==> config.mk <==
export PLATFORM = sky130hd
export DESIGN_NAME = led_step_sequencer_top
export DESIGN_NICKNAME = d
export VERILOG_FILES = /design/src/rtl/core/lss_pkg.sv /design/src/rtl/core/led_step_sequencer_top.sv
export VERILOG_INCLUDE_DIRS = /design/src /design/src/rtl/core
export SDC_FILE = /design/constraint.sdc
export NUM_CORES = 1
export LEC_CHECK = 0
export ABC_CLOCK_PERIOD_IN_PS = 11800
export BUFFER_PORTS_ARGS = -buffer_cell sky130_fd_sc_hd__buf_2
export CORE_UTILIZATION = 66
export DETAILED_ROUTE_END_ITERATION = 10
export MAX_ROUTING_LAYER = met4
export PLACE_DENSITY = 0.85
export REMOVE_ABC_BUFFERS = 1
export SYNTH_ARGS = -nofsm -noshare
export SYNTH_HDL_FRONTEND = slang
export SYNTH_SLANG_ARGS = --single-unit
==> constraint.sdc <==
create_clock -name clk -period 11.8 [get_ports clk]
set_clock_uncertainty 0.05 [all_clocks]
set_input_delay 0.59 -clock clk [delete_from_list [all_inputs] [get_ports clk]]
set_output_delay 0.59 -clock clk [all_outputs]
set_load 0.05 [all_outputs]
==> src/rtl/core/led_step_sequencer_top_defines.svh <==
// ----------------------------------------------------------------------------
// LED step sequencer assertion macros
// Shared property wrappers for the sequencer RTL, clocked on clk and
// disabled while arst_n is low.
// ----------------------------------------------------------------------------
`ifndef LED_STEP_SEQUENCER_TOP_DEFINES_SVH
`define LED_STEP_SEQUENCER_TOP_DEFINES_SVH

// Implication or plain property that must hold at every clock edge out of reset.
`define LSS_ASSERT(label, prop, msg) \
	label: assert property (@(posedge clk) disable iff (!arst_n) (prop)) else $error(msg);

// Condition that must never be seen at a clock edge out of reset.
`define LSS_ASSERT_NEVER(label, cond, msg) \
	label: assert property (@(posedge clk) disable iff (!arst_n) !(cond)) else $error(msg);

`endif

==> src/rtl/core/lss_pkg.sv <==
// ----------------------------------------------------------------------------
// LED step sequencer package
// Operation codes, field widths and the packed transaction layouts.
// ----------------------------------------------------------------------------
`default_nettype none

package lss_pkg;

	localparam int LSS_MAX_STEPS = 16;
	localparam int DUR_W = 24;
	localparam int BRI_W = 8;
	localparam int IN_DATA_W = 120;
	localparam int OUT_DATA_W = 16;

	typedef enum logic [2:0] {
		OP_TICK        = 3'd0,
		OP_WRITE_STEP  = 3'd1,
		OP_START_SEQ   = 3'd2,
		OP_START_BLINK = 3'd3,
		OP_STOP        = 3'd4
	} op_t;

	// Input transaction, last field in the lowest bits.
	typedef struct packed {
		logic             pad;
		logic [DUR_W-1:0] off_duration;
		logic [BRI_W-1:0] off_brightness;
		logic [DUR_W-1:0] on_duration;
		logic [BRI_W-1:0] on_brightness;
		logic [7:0]       blink_count;
		logic [7:0]       seq_length;
		logic [BRI_W-1:0] step_brightness;
		logic [DUR_W-1:0] step_duration;
		logic [3:0]       step_index;
		op_t              op;
	} item_t;

	// Result transaction, last field in the lowest bits.
	typedef struct packed {
		logic [5:0]       pad;
		logic             animation_end;
		logic             active;
		logic [BRI_W-1:0] brightness;
	} res_t;

endpackage

`default_nettype wire

==> src/rtl/core/led_step_sequencer_top.sv <==
// ----------------------------------------------------------------------------
// LED step sequencer top level
// Plays a table of (duration, brightness) steps or a blink pattern, one
// result transaction per input transaction.
// ----------------------------------------------------------------------------
// Path: each input transaction is taken into the input register, then moves
//   on into the result register that drives m_tvalid and m_tdata.
// Throughput: one transaction per cycle; s_tready stays high while the input
//   register is empty or moving on, and drops only when both registers are full
//   and the result waits for m_tready.
// Reset: arst_n clears playback state, loop_enable and both valid flags at
//   once; the step table is not cleared and holds nothing until written.
`default_nettype none

`include "led_step_sequencer_top_defines.svh"

module led_step_sequencer_top #(
	parameter int MAX_STEPS = lss_pkg::LSS_MAX_STEPS
) (
	input  wire logic                          clk,
	input  wire logic                          arst_n,
	// Configuration: bit 0 is loop_enable.
	input  wire logic                          cfg_valid,
	output logic                               cfg_ready,
	input  wire logic                          cfg_data,
	// Input stream.
	input  wire logic                          s_tvalid,
	output logic                               s_tready,
	// From bit 0: op[3], step_index[4], step_duration[24], step_brightness[8],
	// seq_length[8], blink_count[8], on_brightness[8], on_duration[24],
	// off_brightness[8], off_duration[24], one zero pad bit.
	input  wire logic [lss_pkg::IN_DATA_W-1:0] s_tdata,
	// Result stream.
	output logic                               m_tvalid,
	input  wire logic                          m_tready,
	// From bit 0: brightness[8], active[1], animation_end[1], six zero pad bits.
	output logic [lss_pkg::OUT_DATA_W-1:0]     m_tdata
);

	// Step counters and lengths must reach MAX_STEPS itself; table indexes
	// only need to address the entries.
	localparam int LEN_W = $clog2(MAX_STEPS + 1);
	localparam int IDX_W = $clog2(MAX_STEPS);
	localparam int HALF  = MAX_STEPS / 2;

	// Input register stage.
	lss_pkg::item_t item_s1;
	logic           valid_s1;

	// Result register stage.
	lss_pkg::res_t  res_s2;
	logic           valid_s2;

	// Playback state.
	logic                      loop_enable_q;
	logic [LEN_W-1:0]          cur_step_q;
	logic [LEN_W-1:0]          act_len_q;
	logic [lss_pkg::DUR_W-1:0] elapsed_q;
	logic                      playing_q;
	logic [lss_pkg::BRI_W-1:0] last_bri_q;

	// Step table, held in flops so a blink pattern fills all its pairs together.
	logic [lss_pkg::DUR_W-1:0] dur_q [MAX_STEPS];
	logic [lss_pkg::BRI_W-1:0] bri_q [MAX_STEPS];

	// Next-state values.
	logic                      advance;
	logic                      process;
	logic [LEN_W-1:0]          cur_step_d;
	logic [LEN_W-1:0]          act_len_d;
	logic [lss_pkg::DUR_W-1:0] elapsed_d;
	logic                      playing_d;
	logic [lss_pkg::BRI_W-1:0] last_bri_d;
	logic                      end_d;
	logic [lss_pkg::DUR_W-1:0] el_inc;
	logic [lss_pkg::DUR_W-1:0] rd_dur;
	logic [lss_pkg::BRI_W-1:0] rd_bri;
	logic [LEN_W-1:0]          nxt_step;
	logic                      play_tick;
	logic [8:0]                blink_len;
	logic [8:0]                seq_len;

	// The result register moves whenever it is empty or being drained, and
	// the input register refills whenever its transaction moves on.
	assign advance   = !valid_s2 || m_tready;
	assign process   = valid_s1 && advance;
	assign s_tready  = !valid_s1 || advance;
	assign cfg_ready = 1'b1;
	assign m_tvalid  = valid_s2;
	assign m_tdata   = res_s2;

	// Table read at the current step; the guard on cur_step_q below uses
	// the read only inside the active length of the table.
	assign rd_dur = dur_q[cur_step_q[IDX_W-1:0]];
	assign rd_bri = bri_q[cur_step_q[IDX_W-1:0]];

	assign el_inc    = (elapsed_q == '1) ? elapsed_q : elapsed_q + 1'b1;
	assign nxt_step  = cur_step_q + 1'b1;
	assign seq_len   = {1'b0, item_s1.seq_length};
	assign blink_len = {item_s1.blink_count, 1'b0};

	always_comb begin
		cur_step_d = cur_step_q;
		act_len_d  = act_len_q;
		elapsed_d  = elapsed_q;
		playing_d  = playing_q;
		last_bri_d = last_bri_q;
		end_d      = 1'b0;
		play_tick  = playing_q || loop_enable_q;
		unique case (item_s1.op)
			lss_pkg::OP_TICK: begin
				// With loop_enable set, a tick sets playing again; the step pointer is not reset.
				playing_d = play_tick;
				if (play_tick && (cur_step_q < act_len_q)) begin
					last_bri_d = rd_bri;
					elapsed_d  = el_inc;
					if (el_inc >= rd_dur) begin
						elapsed_d  = '0;
						cur_step_d = nxt_step;
						if (nxt_step >= act_len_q) begin
							if (loop_enable_q) begin
								cur_step_d = '0;
							end else begin
								last_bri_d = '0;
								playing_d  = 1'b0;
								end_d      = 1'b1;
							end
						end
					end
				end
			end
			lss_pkg::OP_START_SEQ: begin
				act_len_d  = (seq_len > 9'(MAX_STEPS)) ? LEN_W'(MAX_STEPS) : LEN_W'(seq_len);
				cur_step_d = '0;
				elapsed_d  = '0;
				playing_d  = 1'b1;
			end
			lss_pkg::OP_START_BLINK: begin
				act_len_d  = (blink_len > 9'(MAX_STEPS)) ? LEN_W'(MAX_STEPS)
				                                         : LEN_W'(blink_len);
				cur_step_d = '0;
				elapsed_d  = '0;
				playing_d  = 1'b1;
			end
			lss_pkg::OP_STOP: begin
				// A stop always flags the end, playing or not.
				playing_d = 1'b0;
				end_d     = 1'b1;
			end
			default: begin
				// Step writes touch only the table; unused codes do nothing.
			end
		endcase
	end

	always_ff @(posedge clk or negedge arst_n) begin
		if (!arst_n) begin
			valid_s1      <= 1'b0;
			valid_s2      <= 1'b0;
			loop_enable_q <= 1'b0;
			cur_step_q    <= '0;
			act_len_q     <= '0;
			elapsed_q     <= '0;
			playing_q     <= 1'b0;
			last_bri_q    <= '0;
		end else begin
			if (cfg_valid && cfg_ready) begin
				loop_enable_q <= cfg_data;
			end
			if (s_tready) begin
				valid_s1 <= s_tvalid;
			end
			if (advance) begin
				valid_s2 <= valid_s1;
			end
			if (process) begin
				cur_step_q <= cur_step_d;
				act_len_q  <= act_len_d;
				elapsed_q  <= elapsed_d;
				playing_q  <= playing_d;
				last_bri_q <= last_bri_d;
			end
		end
	end

	// Payload registers carry no reset.
	always_ff @(posedge clk) begin
		if (s_tready && s_tvalid) begin
			item_s1 <= lss_pkg::item_t'(s_tdata);
		end
		if (process) begin
			res_s2.pad           <= '0;
			res_s2.brightness    <= last_bri_d;
			res_s2.active        <= playing_d;
			res_s2.animation_end <= end_d;
		end
	end

	// Step table writes: one entry for a step write, pairs for a blink fill.
	// A step index at or past MAX_STEPS matches no entry and is dropped.
	always_ff @(posedge clk) begin
		if (process) begin
			for (int i = 0; i < MAX_STEPS; i++) begin
				if ((item_s1.op == lss_pkg::OP_WRITE_STEP) &&
				    (8'(item_s1.step_index) == 8'(i))) begin
					dur_q[i] <= item_s1.step_duration;
					bri_q[i] <= item_s1.step_brightness;
				end
			end
			for (int i = 0; i < HALF; i++) begin
				if ((item_s1.op == lss_pkg::OP_START_BLINK) &&
				    (item_s1.blink_count > 8'(i))) begin
					dur_q[2*i]   <= item_s1.on_duration;
					bri_q[2*i]   <= item_s1.on_brightness;
					dur_q[2*i+1] <= item_s1.off_duration;
					bri_q[2*i+1] <= item_s1.off_brightness;
				end
			end
		end
	end

	// The sequence length never exceeds the table.
	`LSS_ASSERT(a_len_bound, act_len_q <= LEN_W'(MAX_STEPS), "active length beyond table")
	// The step pointer only moves while below the length; a start zeroes it and reloads the length.
	`LSS_ASSERT(a_step_bound, cur_step_q <= act_len_q, "current step past active length")
	// An ending result never reports playback as active.
	`LSS_ASSERT_NEVER(a_end_inactive, valid_s2 && res_s2.animation_end && res_s2.active,
		"animation_end reported with active set")
	// A result that ended playback naturally drives the LEDs dark.
	`LSS_ASSERT(a_end_dark,
		process && end_d && (item_s1.op == lss_pkg::OP_TICK) |-> (last_bri_d == '0),
		"natural end did not drive zero brightness")
	// A stalled result register keeps the state frozen.
	`LSS_ASSERT(a_stall_hold, valid_s2 && !m_tready |=> $stable(cur_step_q) && $stable(playing_q),
		"playback state moved while the result was stalled")

endmodule

`default_nettype wire

==> impl_results.md, run 1 <==
- Status: complete, but fails checks
- Failing checks: max-slew violations
- Post-CTS sizing: 0
- Worst r2r dst: m_tdata[5]
- Syn Area/Cell: 13.0 um2
- # setup viols final: 0
- Max FO, Critical Path: 31
- Hold Fails Final Rpt: 0
- Gate Count Post-Synth: 2381
- First-pass GRT wire length: 127000 um
- Slowest-stage cell, CP: o311ai_0
- Mapped cell area: between 0.03 and 0.04 mm2
- Register area share after synthesis: between 60% and 70%
- Num CTS Buffers: 69
- Crit path capture type: flop
- Fin crit share: 58.3%
- Final critical-path setup slack: 4.92 ns
- Setup bufs post-CTS: 0
- FP Rows: 78
- Slack of the worst reg-to-reg path: 4.92 ns
- Post-layout minimum cycle time: 6.88 ns
- Synth-to-layout area growth: 11.2%
- HP Class: input port to async pin
- Placed inst area: 0.0322 mm2
- Slew headroom: -7.72%
- CP max stage delay: 1.08 ns
- Fmax: 145 MHz
- Setup tns final: 0 ns
- Critical-path cell list: buf_4 > nor2b_2 > buf_4 > a221oi_1 > o21a_1 > a221oi_1 > ha_1 > and3_1 > o21ai_0 > a31oi_1 > o311ai_0 > a21oi_1 > nor2b_1 > mux2_2
- IO Port Bufs: 136
- DIE HEIGHT: 218 um
- Total gr overflow: 0
- Initial antenna violation count: 0
- WL per Instance: 27.7 um
- RSZ-0062 raised after global routing: no
- Yosys reg bits: 687
- Initial Utilization: 67.5%
- Critical Path RT: approximately 12 ns
- Final GP Congestion: 0.907
- Sequential share of power: 45.3%
- # Max-Cap Violations: 0
- Cell Count, Final, Fillers Out: 3113
- Commonest non-fill, non-tap cells in the layout: 641 x edfxtp_1, 627 x nand2_1, 253 x a21oi_1, 136 x buf_2, 88 x mux4_2
- Clock transition at path regs: 0.06 ns
- Nets: 2622
- Core area: 0.0458 mm2
- Post-Place Setup Slack: 5.30 ns
- Leakage: around 13 nW
- Vias in the first global route: between 20000 and 25000
- Clock tree root buffer cell: clkbuf_16
- Residual DRC count: 0
- Commonest non-fill, non-tap cell in the layout: edfxtp_1
- Sw power: 1.87 mW
- CTS H-tree depth: 3
- Clk pwr share: 33.3%
- Vias per cell: 6.99
- CTS tree: done
- Number of flops mapped to enable cells by yosys: 641
- Number of cells on the worst reg-to-reg path: 14
- CTS sink count: 687
- Layout cells sized above 1: around 18%
- Startpoint types: flop
- Crit path kind: flop to flop
- DRT Pass-1 Iters: 8
- Largest net degree at the start of global routing: 225
- Clock buffer depth: 3
- Initial DRC count: between 3000 and 4000
- Combinational power share: a little over a fifth
- Switching Share: 28.7%
- Post-DRT Antenna Nets: 0
- Die width: 218 um
- Total GRT Usage: 37.9%
- Post-placement cell count: 2989
- Post-DP HPWL: between 40000 and 50000 um
- Worst EP arrival: 7.30 ns
- Peak supply drop: 0.000145 V
- Internal: ~4.7 mW
- Reg2reg start: cur_step_q[2]
- Drt total wl: 86200 um
- DR vias: between 20000 and 25000
- Slew Viols, Final: 84
- Io pins: 145
- Primary FF master, synth: edfxtp_1
- Clk_lat worst skew: between 0.6 and 0.7 ns
- Worst Tran Pin Value: 1.62 ns
- Cts hold-fix bufs: 0
- Yosys Warn Count: 0
- Die ar.: ~0.048 mm2
- Distinct cells, synth: 56
- Power Dens Cells: 190 mW/mm2
- Final instance area: 0.0344 mm2
- Share of synthesized flip-flops with an asynchronous set or reset: roughly 6.7%
state kept, by name, summed over array words and instances (netlist names):
signal,flops
m_tdata,10
elapsed_q,24
dur_q,384
blink_len,8
cur_step_q,5
bri_q,128
valid_s1,1
loop_enable_q,1
m_tvalid,1
last_bri_q,8
act_len_q,5
playing_q,1
item_s1,111
final cells by class:
type                       count  area, um2
fill                        2550      11400
sequential                   687      20400
clock buffer                  86       1850
clock inverter                37        365
tap                          600        751
inverter                      24       90.1
timing repair buffer         181       1030
antenna                        1       2.50
multi-input combinational   1497       9870
worst max path at each step:
stage / start / end / slack [ns] / cells after the start
4_1_cts: cur_step_q[1] / m_tdata[5] / 5.19 / 14
3_5_place_dp: cur_step_q[2] / m_tdata[5] / 5.30 / 14
5_1_grt: cur_step_q[1] / m_tdata[5] / 4.78 / 15
6_report: cur_step_q[2] / m_tdata[5] / 4.92 / 14
3_3_place_gp: cur_step_q[2] / playing_q / 5.50 / 14
2_1_floorplan: m_tvalid / bri_q[0][0] / -0.72 / 7
through the flow:
stage	total power, mW	utilization [%]	hold WS (ns)
finish	6.52	75.1	0.0263
global route	6.69	75.1	0.0851
CTS	6.49	75.1	0.0360
detailed placement	4.34	70.3	0.445
global placement	4.28	70.3	0.421
floorplan	4.10	-	0.244
cell usage after synthesis (3+ instances only):
master	instances	share of area (%)
buf_2	12	0.19
xor2_1	4	0.11
nor2_1	26	0.32
nand3_1	21	0.34
o21ai_0	83	1.3
nand2b_1	10	0.20
mux2i_1	74	2.4
or3_1	3	0.061
or4_1	3	0.073
nor2b_1	19	0.38
edfxtp_1	641	62
clkbuf_1	120	1.5
o31ai_1	3	0.073
ha_1	36	1.5
o21a_1	25	0.61
nor4_1	6	0.12
buf_4	7	0.17
mux4_2	88	6.4
a21o_1	7	0.17
xnor2_1	20	0.57
inv_1	24	0.29
nor3_1	15	0.24
dfrtp_1	46	3.7
and2_1	4	0.081
buf_1	37	0.45
a31oi_1	18	0.36
and3_1	9	0.18
nand4_1	8	0.16
mux2_2	46	1.7
o22ai_1	4	0.081
nand2_1	629	7.6
a221oi_1	49	1.4
a21oi_1	253	4.1
power by group through the flow:
stage | registers (mW) | logic [mW] | clock network, mW
6_report | 2.96 | 1.40 | 2.17
5_1_grt | 2.97 | 1.47 | 2.25
4_1_cts | 2.95 | 1.37 | 2.16
3_5_place_dp | 3.00 | 1.34 | 0
3_3_place_gp | 2.99 | 1.29 | 0
2_1_floorplan | 3.10 | 1.01 | 0
cell families (layout without fill, tap and decap cells):
logic type	Yosys count	in the layout	share of synthesized area [%]
simple gates	764	764	10.2
flops	687	687	66.0
compound gates	458	458	8.56
mux	208	208	10.5
buf+inv	202	328	2.64
fa+ha+maj	36	36	1.46
xor+xnor	24	24	0.680
other cells	2	8	0.0243
critical path: cells and delay by family (launching register included):
| kind | cells | cell delay (ns) |
|---|---|---|
| and+or+nand+nor | 3 | 1.38 |
| buffers and inverters | 2 | 1.13 |
| muxes | 1 | 0.22 |
| adders and majority gates | 1 | 0.35 |
| AOI/OAI and AO/OA | 7 | 2.87 |
| DFF | 1 | 0.69 |
routing by layer:
layer | wire [um] | up-vias | track usage (%)
met2 | 39700 | 1972 | 57.1
li1 | - | 8969 | -
met3 | 13100 | 509 | 11.2
met1 | 27800 | 10300 | 46.6
met4 | 5590 | 0 | 20.2
met5 | 0 | - | -
Note: power is estimated with default switching activity, not from simulation.
==> run 2, diff against run 1 <==
--- a/config.mk
+++ b/config.mk
@@ -6,12 +6,12 @@
 export SDC_FILE = /design/constraint.sdc
 export NUM_CORES = 1
 export LEC_CHECK = 0
-export ABC_CLOCK_PERIOD_IN_PS = 11800
+export ABC_CLOCK_PERIOD_IN_PS = 5950
 export BUFFER_PORTS_ARGS = -buffer_cell sky130_fd_sc_hd__buf_2
-export CORE_UTILIZATION = 66
+export CORE_UTILIZATION = 56
 export DETAILED_ROUTE_END_ITERATION = 10
 export MAX_ROUTING_LAYER = met4
-export PLACE_DENSITY = 0.85
+export PLACE_DENSITY = 0.77
 export REMOVE_ABC_BUFFERS = 1
 export SYNTH_ARGS = -nofsm -noshare
 export SYNTH_HDL_FRONTEND = slang
==> constraint.sdc (replaced) <==
create_clock -name clk -period 5.95 [get_ports clk]
set_clock_uncertainty 0.05 [all_clocks]
set_input_delay 0.2975 -clock clk [delete_from_list [all_inputs] [get_ports clk]]
set_output_delay 0.2975 -clock clk [all_outputs]
set_load 0.05 [all_outputs]
==> run 2 against run 1 <==
First-iteration DRC count shrank 13%. The run now ends clean. Wire length grew 1.7%. Sequential cell count unchanged. Critical path type unchanged.
==> impl_results.md, run 2 (synthesis results as in run 1) <==
- Critical-path cell list: ha_1 > nand3_1 > or4_1 > nor3_1 > buf_4 > nor4_1 > nand3_1 > xnor2_1 > ha_1 > nand4_1 > nor4_1 > o311ai_0 > buf_4 > a21oi_1 > nor2b_1 > mux2_2
- CP max stage delay: 0.90 ns (-0.18 ns)
- Nets: 2766 (+5.5%)
- # setup viols final: 0 (unchanged)
- Clock tree root buffer cell: clkbuf_16
- Io pins: 145 (unchanged)
- DRT Pass-1 Iters: 7 (-1)
- Die ar.: 0.0561 mm2 (+18%)
- Hold Fails Final Rpt: 0 (unchanged)
- Drt total wl: 87700 um (+1.7%)
- Fin crit share: 93.4% (+35 points)
- Worst EP arrival: 5.86 ns (-1.44 ns)
- Clock buffer depth: 3 (unchanged)
- Num CTS Buffers: 70 (+1.4%)
- Hold Path Sink: m_tvalid
- Power Dens Cells: 364 mW/mm2 (+92%)
- Setup bufs post-CTS: 0 (unchanged)
- Initial antenna violation count: 2 (+2)
- Post-DP HPWL: 47500 um (+1.9%)
- Largest register by flop count: dur_q
- Peak supply drop: 0.000252 V (+74%)
- Regs by FF count: dur_q (384), bri_q (128), item_s1 (111)
- Startpoint types: flop
- Layout cells sized above 1: 17.4% (-0.29 points)
- Critical Path RT: 6.25 ns (-5.96 ns)
- Hold Worst Slack: 0.0550 ns (+0.0287 ns)
- Post-DRT Antenna Nets: 0 (unchanged)
- DIE HEIGHT: 237 um (+8.5%)
- DR vias: 21600 (-0.46%)
- Hold path depth: 3
- Reg2reg start: elapsed_q[0]
- Largest net degree at the start of global routing: 186 (-17%)
- CTS sink count: 687 (unchanged)
- Initial DRC count: 2782 (-13%)
- Slew headroom: 14.3% (+22 points)
- Synth-to-layout area growth: 16.3%
- CTS tree: done
- Cts hold-fix bufs: 124 (+124)
- Area occupied by multi-input gates: 0.00989 mm2 (+0.13%)
- Crit path kind: flop to flop
- Slew Viols, Final: 0 (-100%)
- Total gr overflow: 0 (unchanged)
- Number of flip-flops in the largest register: 384 (unchanged)
- Max FO, Critical Path: 10 (-68%)
- HP Class: input port to flop
- Residual DRC count: 0 (unchanged)
- Post-layout minimum cycle time: 5.56 ns (-1.32 ns)
- Final GP Congestion: 0.892 (-1.7%)
- CTS H-tree depth: 3 (unchanged)
- Min-delay src: m_tready
- Initial Utilization: 57.1% (-10 points)
- Commonest non-fill, non-tap cells in the layout: 641 x edfxtp_1, 624 x nand2_1, 253 x a21oi_1, 136 x buf_2, 124 x dlygate4sd3_1
- Clk_lat worst skew: 0.62 ns (about the same)
- Reg area: 0.0204 mm2 (unchanged)
- Worst Tran Pin Value: 1.29 ns (-0.330 ns)
- Crit path capture type: flop
- Vias per cell: 6.46 (-7.5%)
- Total GRT Usage: 32.6% (-5.3 points)
- Worst r2r dst: m_tdata[2]
- Layout fillers: 3624 (+42%)
- Fmax: 180 MHz (+24%)
- Leakage: 13.2 nW (+4.9%)
- RSZ-0062 raised after global routing: no
- First-pass GRT wire length: 130000 um (+2.1%)
- Core area: 0.0541 mm2 (+18%)
- WL per Instance: 26.2 um (-5.5%)
- Slack of the worst reg-to-reg path: 0.39 ns (-4.53 ns)
- Slowest-stage cell, CP: nor4_1
- Vias in the first global route: 21600 (-0.27%)
- FP Rows: 85 (+9.0%)
- Post-CTS sizing: 0 (unchanged)
- IO Port Bufs: 136 (unchanged)
- Status: completed
- # Max-Cap Violations: 0 (unchanged)
- Number of cells on the worst reg-to-reg path: 16 (+2)
- Commonest non-fill, non-tap cell in the layout: edfxtp_1
- Power Total: 13.1 mW (+100%)
- Die width: 237 um (+8.5%)
- Clock transition at path regs: 0.06 ns (about the same)
[run 2: cell types whose count changed in the layout (fill, tap and decap cells not counted), moves of 2 or more]
cell / previous run / this run
clkinv_2: 11 / 3
bufinv_16: 6 / 4
buf_4: 44 / 58
clkbuf_8: 2 / 7
clkbuf_1: 13 / 22
nand2_1: 627 / 624
dlygate4sd3_1: 0 / 124
nand2_2: 2 / 5
buf_12: 1 / 6
clkinv_1: 11 / 5
[run 2: how the worst max path moves through the flow]
stage / start / slack, ns / to
3_3_place_gp: elapsed_q[0] / 0.54 / m_tdata[5]
3_5_place_dp: elapsed_q[0] / 0.49 / m_tdata[2]
5_1_grt: elapsed_q[0] / 0.07 / m_tdata[2]
4_1_cts: elapsed_q[0] / 0.47 / m_tdata[2]
6_report: elapsed_q[0] / 0.39 / m_tdata[2]
2_1_floorplan: m_tvalid / -6.57 / bri_q[0][0]
[run 2: metrics by stage]
| step | instances | util (%) | area [um2] | TNS (ns) | setup slack [ns] |
|---|---|---|---|---|---|
| 3_3_place_gp | 3104 | 60.0 | 32500 | 0 | 0.543 |
| 2_1_floorplan | 2208 | - | 30200 | -3195.44 | -6.57 |
| 6_report | 3350 | 66.4 | 35900 | 0 | 0.391 |
| 3_5_place_dp | 3104 | 60.0 | 32500 | 0 | 0.494 |
| 4_1_cts | 3348 | 66.4 | 35900 | 0 | 0.469 |
| 5_1_grt | 3349 | 66.4 | 35900 | 0 | 0.0653 |
[run 2: layer usage]
layer  share of wire (%)  wire, um  up-vias  track usage [%]
met1                  35     30900    10400             41.8
met4                 4.4      3890        0             13.9
li1                    -         -     9240                -
met5                   0         0        -                -
met3                  14     12100      314             8.15
met2                  47     40900     1651             49.7
[run 2: power by group]
group | internal, mW | switching, mW | total (mW)
logic | 1.31 | 1.61 | 2.91
clock network | 2.49 | 1.82 | 4.31
registers | 5.57 | 0.280 | 5.85
total | 9.37 | 3.70 | 13.1
[run 2: critical path, delay by kind of cell (launching register included)]
kind / cells / cell delay, ns
and+or+nand+nor: 8 / 2.37
AOI/OAI and AO/OA: 2 / 0.96
xor gates and xnor gates: 1 / 0.20
muxes: 1 / 0.31
DFF: 1 / 0.42
adders and majority gates: 2 / 0.58
buffers and inverters: 2 / 0.38
[run 2: layout make-up]
type,count,share of cell area [%]
timing repair buffer,324,6.89
tap,696,2.42
antenna,2,0.0139
clock buffer,101,5.51
multi-input combinational,1497,27.5
inverter,24,0.251
sequential,687,56.8
clock inverter,19,0.640
